===== src/hdl/sorted_priority_queue_macros.svh =====
// Assertion macros for the sorted priority queue top level.
`ifndef SORTED_PRIORITY_QUEUE_MACROS_SVH
`define SORTED_PRIORITY_QUEUE_MACROS_SVH
`ifndef ASSERT_OFF
// Property that holds at every clock edge outside reset.
`define SPQ_ASSERT(label, clk, rst_n, prop, msg) \
    label: assert property (@(posedge clk) disable iff (!rst_n) (prop)) else $error(msg);
// Antecedent in one cycle implies consequent in the next.
`define SPQ_ASSERT_NEXT(label, clk, rst_n, ante, cons, msg) \
    label: assert property (@(posedge clk) disable iff (!rst_n) (ante) |=> (cons)) \
        else $error(msg);
`else
`define SPQ_ASSERT(label, clk, rst_n, prop, msg)
`define SPQ_ASSERT_NEXT(label, clk, rst_n, ante, cons, msg)
`endif
`endif


===== src/hdl/spq_pkg.sv =====
// Types and codes shared by the sorted priority queue modules.
`default_nettype none
package spq_pkg;

    // Request codes on the input word
    localparam logic [1:0] REQ_ENQ   = 2'd0;
    localparam logic [1:0] REQ_DEQ   = 2'd1;
    localparam logic [1:0] REQ_CLEAR = 2'd2;

    // Status codes on the result word
    localparam logic [1:0] ST_DONE  = 2'd0;
    localparam logic [1:0] ST_FULL  = 2'd1;
    localparam logic [1:0] ST_EMPTY = 2'd2;

    // One stored entry
    typedef struct packed {
        logic [31:0]        payload;
        logic signed [15:0] prio;
    } t_entry;

    // Operation broadcast to every cell
    typedef enum logic [1:0] {
        CELL_HOLD,
        CELL_ENQ,
        CELL_DEQ
    } t_cell_op;

    typedef struct packed {
        t_cell_op op;
        t_entry   new_entry;
    } t_cell_ctl;

endpackage
`default_nettype wire


===== src/hdl/sorted_priority_queue.sv =====
// Sorted priority queue: top level with the cell chain, fill count and result register.
//
// Input channel (i_in_valid / o_in_ready) takes one request word: enqueue,
// dequeue of the head, or clear. Output channel (o_out_valid / i_out_ready)
// returns exactly one result word per request: status, the removed entry,
// the head after the request, the entry count and an empty flag.
// Each request is done in the cycle it is accepted; its result is registered
// and shows in the next cycle. One request per cycle is sustained while the
// receiver takes each result: every cell compares against the new priority
// and shifts by one slot in that same cycle, so the rate does not depend on
// DEPTH or on how full the queue is. A stalled receiver holds the result
// register; a new request is taken in the cycle the pending result is taken.
// Reset clears the fill count and the result valid flag; the slots are not
// cleared, since only slots below the count are ever read.
// entry_count reports the count masked to five bits.
`default_nettype none
`include "sorted_priority_queue_macros.svh"
module sorted_priority_queue
    import spq_pkg::*;
#(
    parameter int DEPTH = 16
) (
    input  wire                i_clk,
    input  wire                i_rst_n,
    input  wire                i_in_valid,
    output logic               o_in_ready,
    input  wire  [1:0]         i_req_type,
    input  wire  [31:0]        i_payload,
    input  wire  signed [15:0] i_prio,
    output logic               o_out_valid,
    input  wire                i_out_ready,
    output logic [1:0]         o_status,
    output logic [31:0]        o_removed_payload,
    output logic signed [15:0] o_removed_prio,
    output logic [31:0]        o_head_payload,
    output logic signed [15:0] o_head_prio,
    output logic [4:0]         o_entry_count,
    output logic               o_is_empty
);

    localparam int CW = $clog2(DEPTH + 1);

    logic [CW-1:0] r_count;
    logic [CW-1:0] n_count;
    logic          r_out_valid;
    logic [1:0]    r_status;
    logic [1:0]    n_status;
    t_entry        r_removed;
    t_entry        n_removed;
    t_entry        r_head;
    t_entry        n_head;
    logic          w_accept;
    logic          w_full;
    t_cell_ctl     w_ctl;
    t_entry        w_entry [DEPTH];
    t_entry        w_next  [DEPTH];
    logic          w_stay  [DEPTH];
    logic [CW+4:0] w_count_ext;

    assign o_in_ready = !r_out_valid || i_out_ready;
    assign w_accept   = i_in_valid && o_in_ready;
    assign w_full     = r_count >= CW'(DEPTH);

    // Decode the request into a cell operation, next count and status
    always_comb begin
        w_ctl.op                = CELL_HOLD;
        w_ctl.new_entry.payload = i_payload;
        w_ctl.new_entry.prio    = i_prio;
        n_count                 = r_count;
        n_status                = ST_DONE;
        n_removed               = '0;
        if (w_accept) begin
            case (i_req_type)
                REQ_ENQ: begin
                    if (w_full) begin
                        n_status = ST_FULL;
                    end else begin
                        w_ctl.op = CELL_ENQ;
                        n_count  = r_count + CW'(1);
                    end
                end
                REQ_DEQ: begin
                    if (r_count == '0) begin
                        n_status = ST_EMPTY;
                    end else begin
                        w_ctl.op  = CELL_DEQ;
                        n_count   = r_count - CW'(1);
                        n_removed = w_entry[0];
                    end
                end
                REQ_CLEAR: begin
                    if (r_count == '0) begin
                        n_status = ST_EMPTY;
                    end else begin
                        n_count = '0;
                    end
                end
                default: n_status = ST_DONE;
            endcase
        end
    end

    // Head after the request, zero when the queue ends up empty
    always_comb begin
        if (n_count == '0) begin
            n_head = '0;
        end else begin
            n_head = w_next[0];
        end
    end

    // Chain of cells, slot 0 is the head
    for (genvar i = 0; i < DEPTH; i++) begin : g_cell
        t_entry w_left;
        t_entry w_right;
        logic   w_left_stay;

        if (i == 0) begin : g_first
            assign w_left      = w_ctl.new_entry;
            assign w_left_stay = 1'b0;
        end else begin : g_rest
            assign w_left      = w_entry[i-1];
            assign w_left_stay = w_stay[i-1];
        end
        if (i == DEPTH - 1) begin : g_last
            assign w_right = w_entry[i];
        end else begin : g_inner
            assign w_right = w_entry[i+1];
        end

        spq_cell u_cell (
            .i_clk       (i_clk),
            .i_ctl       (w_ctl),
            .i_occ       (CW'(i) < r_count),
            .i_head      (i == 0),
            .i_left_stay (w_left_stay),
            .i_left      (w_left),
            .i_right     (w_right),
            .o_entry     (w_entry[i]),
            .o_next      (w_next[i]),
            .o_stay      (w_stay[i])
        );
    end

    // Fill count and result valid
    always_ff @(posedge i_clk) begin
        if (!i_rst_n) begin
            r_count     <= '0;
            r_out_valid <= 1'b0;
        end else begin
            r_count <= n_count;
            if (w_accept) begin
                r_out_valid <= 1'b1;
            end else if (i_out_ready) begin
                r_out_valid <= 1'b0;
            end
        end
    end

    // Result word
    always_ff @(posedge i_clk) begin
        if (w_accept) begin
            r_status  <= n_status;
            r_removed <= n_removed;
            r_head    <= n_head;
        end
    end

    assign w_count_ext       = {5'd0, r_count};
    assign o_out_valid       = r_out_valid;
    assign o_status          = r_status;
    assign o_removed_payload = r_removed.payload;
    assign o_removed_prio    = r_removed.prio;
    assign o_head_payload    = r_head.payload;
    assign o_head_prio       = r_head.prio;
    assign o_entry_count     = w_count_ext[4:0];
    assign o_is_empty        = (r_count == '0);

    `SPQ_ASSERT(a_count_bound, i_clk, i_rst_n, r_count <= CW'(DEPTH), "count above depth")
    `SPQ_ASSERT_NEXT(a_enq_count, i_clk, i_rst_n, w_accept && (i_req_type == REQ_ENQ) && !w_full, r_count == $past(r_count) + CW'(1), "enqueue did not grow count")
    `SPQ_ASSERT_NEXT(a_deq_head, i_clk, i_rst_n, w_accept && (i_req_type == REQ_DEQ) && (r_count != '0), o_removed_prio == $past(w_entry[0].prio), "dequeue lost head")
    `SPQ_ASSERT(a_empty_head, i_clk, i_rst_n, !(o_out_valid && o_is_empty && !w_accept) || (o_head_prio == 16'sd0 && o_head_payload == 32'd0), "empty queue shows a head")

endmodule
`default_nettype wire


===== src/hdl/spq_cell.sv =====
// One slot of the sorted chain: holds an entry, shifts toward head or tail.
`default_nettype none
module spq_cell
    import spq_pkg::*;
(
    input  wire       i_clk,
    input  t_cell_ctl i_ctl,
    input  wire       i_occ,        // slot lies below the fill count
    input  wire       i_head,       // slot 0: ties stay ahead of the new entry
    input  wire       i_left_stay,  // neighbor toward head keeps its entry
    input  t_entry    i_left,
    input  t_entry    i_right,
    output t_entry    o_entry,
    output t_entry    o_next,
    output logic      o_stay
);

    t_entry r_entry;
    t_entry n_entry;

    // Entry stays in place on enqueue when it sorts ahead of the new one
    always_comb begin
        if (i_head) begin
            o_stay = i_occ && (r_entry.prio <= i_ctl.new_entry.prio);
        end else begin
            o_stay = i_occ && (r_entry.prio < i_ctl.new_entry.prio);
        end
    end

    // Next entry: keep, take the new word, or take a neighbor's entry
    always_comb begin
        n_entry = r_entry;
        case (i_ctl.op)
            CELL_ENQ: begin
                if (o_stay) begin
                    n_entry = r_entry;
                end else if (i_head || i_left_stay) begin
                    n_entry = i_ctl.new_entry;
                end else begin
                    n_entry = i_left;
                end
            end
            CELL_DEQ: n_entry = i_right;
            default:  n_entry = r_entry;
        endcase
    end

    always_ff @(posedge i_clk) begin
        r_entry <= n_entry;
    end

    assign o_entry = r_entry;
    assign o_next  = n_entry;

endmodule
`default_nettype wire


===== config.mk =====
export PLATFORM = sky130hd
export DESIGN_NAME = sorted_priority_queue
export DESIGN_NICKNAME = d
export VERILOG_FILES = /design/src/hdl/spq_pkg.sv /design/src/hdl/sorted_priority_queue.sv /design/src/hdl/spq_cell.sv
export VERILOG_INCLUDE_DIRS = /design/src /design/src/hdl
export SDC_FILE = /design/constraint.sdc
export NUM_CORES = 2
export LEC_CHECK = 0
export BUFFER_PORTS_ARGS = -buffer_cell sky130_fd_sc_hd__buf_2
export CORE_UTILIZATION = 42
export CTS_CLUSTER_SIZE = 30
export DETAILED_ROUTE_END_ITERATION = 8
export PLACE_DENSITY = 0.68
export SETUP_SLACK_MARGIN = 0.15
export SLEW_MARGIN = 40
export SYNTH_ARGS = -nofsm -noshare
export SYNTH_HDL_FRONTEND = slang
export SYNTH_SLANG_ARGS = --single-unit

===== constraint.sdc =====
create_clock -name i_clk -period 8.4 [get_ports i_clk]
set_input_delay 0.42 -clock i_clk [delete_from_list [all_inputs] [get_ports i_clk]]
set_output_delay 0.42 -clock i_clk [all_outputs]
set_load 0.05 [all_outputs]

==> flow_summary_export.csv <==
group,metric,value,unit
sta,slew_headroom,0.377,
yosys,syn_area_per_cell,12.3,µm²
sta,layout_worst_path_cycle_share,0.585,
detailed_routing,antenna_left,0,
power_and_ir_drop,leakagePower,19.7,nW
final_layout,fin_area,53800,µm²
floorplan,dieArea,116000,µm²
worst_setup_path,cp.required,8940,ps
worst_setup_path,r2r_setup_slack,3490,ps
grt,grt_max_degree,182,
detailed_routing,routed_wl,153000,µm
yosys,synthXorXnorAreaFrac,0,
min_path,hp-start,"i_in_valid",
final_layout,fillers,9980,
yosys,synth_fa_ha_area_frac,0.0654,
cts,cts_inserted_buffers,95,
outcome,status,"completed",
cts,clkTransAtPathRegs,60,ps
floorplan,die_x,341,µm
worst_setup_path,crit_fanout,41,
detailed_routing,route.detailed.drc,0,
grt,grt_pass1_wl,224000,µm
worst_setup_path,cp_top_family,"buffers and inverters",
floorplan,core-area,113000,µm²
placement,dp_hpwl,96400,µm
yosys,synth_top_family_by_area,"compound AO/OA/AOI/OAI gates",
sta,rsz0062_at_grt,"no",
worst_setup_path,slowest_stage,"dfxtp_1",
grt,grt-ovfl-total,0,
final_layout,areaGrowthSynthToFinish,11.8,%
grt,gr-usage-all-layers,0.257,
yosys,yosysSeqAreaShare,0.532,
worst_setup_path,endpoint_kind,"register",
sta,clock_skew,30.7,ps
final_layout,nets,4209,
power_and_ir_drop,powerDensity,197,nW/µm²
yosys,syn-num-nets,4226,
cts,cts_tree,"yes",
job,max-cap-violations,0,
detailed_routing,via_per_inst,6.44,
yosys,ys_warn_count,0,
yosys,ys_ff_latch,872,
yosys,synth_area,48200,µm²
cts,htree_levels,3,
detailed_routing,drt-initial-drc-count,4372,
sta,setup_viol,0,
min_path,hp-class,"in2reg",
yosys,synthSimpleGateAreaFrac,0.123,
sta,worst_pin_slew,933,ps
final_layout,final_layout_size_suffix_gt1_frac,0.156,
cts,cts_resized,0,
yosys,postSynthCellCount,3920,
yosys,yosys_most_used_dff,"edfxtp_1",
detailed_routing,first_pass_iters,6,
cts,clock-sinks,872,
yosys,ys_async_sr_fraction,0,
cts,cts_root_buffer,"clkbuf_16",
detailed_routing,vias,35300,
floorplan,pin_count,160,
worst_setup_path,reg2reg_from,"o_entry_count[0]",
grt,grt_pass1_vias,33300,
yosys,synth_cell_types,63,
sta,fin_crit,4910,ps
worst_setup_path,critPathKind,"reg2reg",
sta,drv_slew,0,
placement,gp_congestion,0.975,
yosys,synth_compound_area_frac,0.149,
worst_setup_path,r2r_cells,12,
sta,final_hold_viol_count,0,
min_path,min_to,"o_out_valid",
worst_setup_path,path_buf_inv,4,
min_path,holdPathStages,3,
placement,dpl-instance-area,50500,µm²
worst_setup_path,crit_chain,"inv_1 > ha_1 > a21boi_4 > nand2_1 > inv_1 > ha_4 > buf_4 > nor2b_4 > buf_4 > a22o_1 > a221o_1 > and2_1",
power_and_ir_drop,peakVddDrop,168,µV
floorplan,start_util,0.426,
yosys,synth_mux_area_frac,0.0964,
sta,fin_setup_tns,0,ps
worst_setup_path,crit_path_start_kind,"register",
detailed_routing,wire_per_inst,27.9,µm
cts,clk_path_buf_depth,3,
power_and_ir_drop,p_total,10.6,mW
worst_setup_path,critical_path.max_stage_delay,720,ps
floorplan,row_count,123,
sta,clock.fmax,0.204,GHz
worst_setup_path,timing.rr.end,"o_head_prio[7]",
floorplan,fp.dieH,341,µm
yosys,synth-edff-count,818,
grt,grt_antenna_before_repair,9,
cts,worstSkewPairLatency,690,ps
worst_setup_path,crit_arrival,5450,ps
placement,io_buffer_count,159,
cells in the final DEF (no fill, tap or decap), types with 23 or more instances in the layout:
master,synthesis,final
edfxtp_1,818,818
a221o_1,382,382
nand2_1,279,278
ha_1,252,250
nor3b_1,244,244
mux2i_1,241,239
o21ai_0,227,226
mux2_2,186,185
buf_2,59,159
nor3_1,114,114
and2_1,99,99
clkbuf_16,0,97
nor2_1,73,67
nand2b_1,66,66
buf_4,9,57
a21oi_1,63,55
o211ai_1,54,54
nand3b_1,54,54
dfxtp_1,54,54
nor2b_1,49,48
a22o_1,47,47
inv_1,49,46
a21o_1,41,40
nand4_1,23,23
how the worst max path moves through the flow:
stage	startpoint	end	slack (ps)	depth (start not counted)
4_1_cts	o_entry_count[0]	o_head_prio[2]	3600	12
3_3_place_gp	i_prio[2]	g_cell[7].u_cell.o_entry[4]	3210	12
5_1_grt	o_entry_count[0]	o_head_prio[2]	3350	12
2_1_floorplan	o_out_valid	g_cell[14].u_cell.o_entry[0]	670	12
3_5_place_dp	i_prio[2]	g_cell[7].u_cell.o_entry[7]	3100	12
6_report	o_entry_count[0]	o_head_prio[7]	3490	12
flip-flops by register name, summed over array words and instances, names as in the netlist:
signal	flops
o_out_valid	1
o_status	2
g_cell.u_cell.o_entry	768
o_head_payload	32
o_head_prio	16
o_removed_prio	16
o_entry_count	5
o_removed_payload	32
repair_timing:
action                    4_1_cts  5_1_grt
setup buffers                   0        0
hold endpoints to repair        4        0
hold buffers                    1        0
logic make-up after synthesis:
| kind of cell | Yosys count |
|---|---|
| compound gates | 913 |
| mux | 439 |
| flops | 872 |
| fa+ha+maj | 252 |
| simple gates | 1043 |
| buf+inv | 401 |
tightest hold or removal path, stage by stage:
cell and delay [ps]:
buf_2 110, inv_1 40, a21boi_0 70
synth_stat cells, drive strengths merged (49+ instances only):
| library cell | n | area (µm²) |
|---|---|---|
| edfxtp | 818 | 24600 |
| a221o | 382 | 3820 |
| nand2 | 279 | 1050 |
| clkbuf | 275 | 1030 |
| ha | 252 | 3150 |
| nor3b | 244 | 1830 |
| mux2i | 241 | 2410 |
| o21ai | 238 | 1190 |
| mux2 | 198 | 2230 |
| nor3 | 115 | 581 |
| and2 | 99 | 619 |
| buf | 76 | 445 |
| nor2 | 73 | 274 |
| nand2b | 66 | 413 |
| a21oi | 63 | 315 |
| dfxtp | 54 | 1080 |
| nand3b | 54 | 405 |
| o211ai | 54 | 405 |
| inv | 49 | 184 |
| nor2b | 49 | 307 |
layer usage:
metal  part of all wire  track usage
met5            0.00022            0
met4              0.037       0.0847
met3               0.10       0.0517
met2               0.44        0.392
met1               0.42        0.364
metrics by stage:
stage / hold WS [ps] / cells / setup slack (ps) / util
finish: 36.5 / 5487 / 3490 / 0.476
global route: 54.9 / 5485 / 3350 / 0.476
CTS: 11.2 / 5484 / 3600 / 0.476
detailed placement: 537 / 5304 / 3100 / 0.447
global placement: 526 / 5294 / 3210 / 0.445
floorplan: 495 / 3920 / 666 / -
report_power, final:
group	switching [mW]	internal, mW	leakage, nW	total (mW)
Sequential	0.129	4.95	8.04	5.08
Clock	1.87	2.59	1.60	4.46
Combinational	0.708	0.352	10.1	1.06
layout make-up:
class                   count  area (µm²)  area share
flip-flops and latches    872       25600       0.476
multi-input cells        2647       21300       0.395
clock buffers             115        2510      0.0467
repair buffers            237        1590      0.0295
clock inverters            64         762      0.0142
well taps                1500        1880      0.0349
diodes                      2        5.00   0.0000930
inverters                  50         190     0.00353
Note: power is estimated with default switching activity, not from simulation.
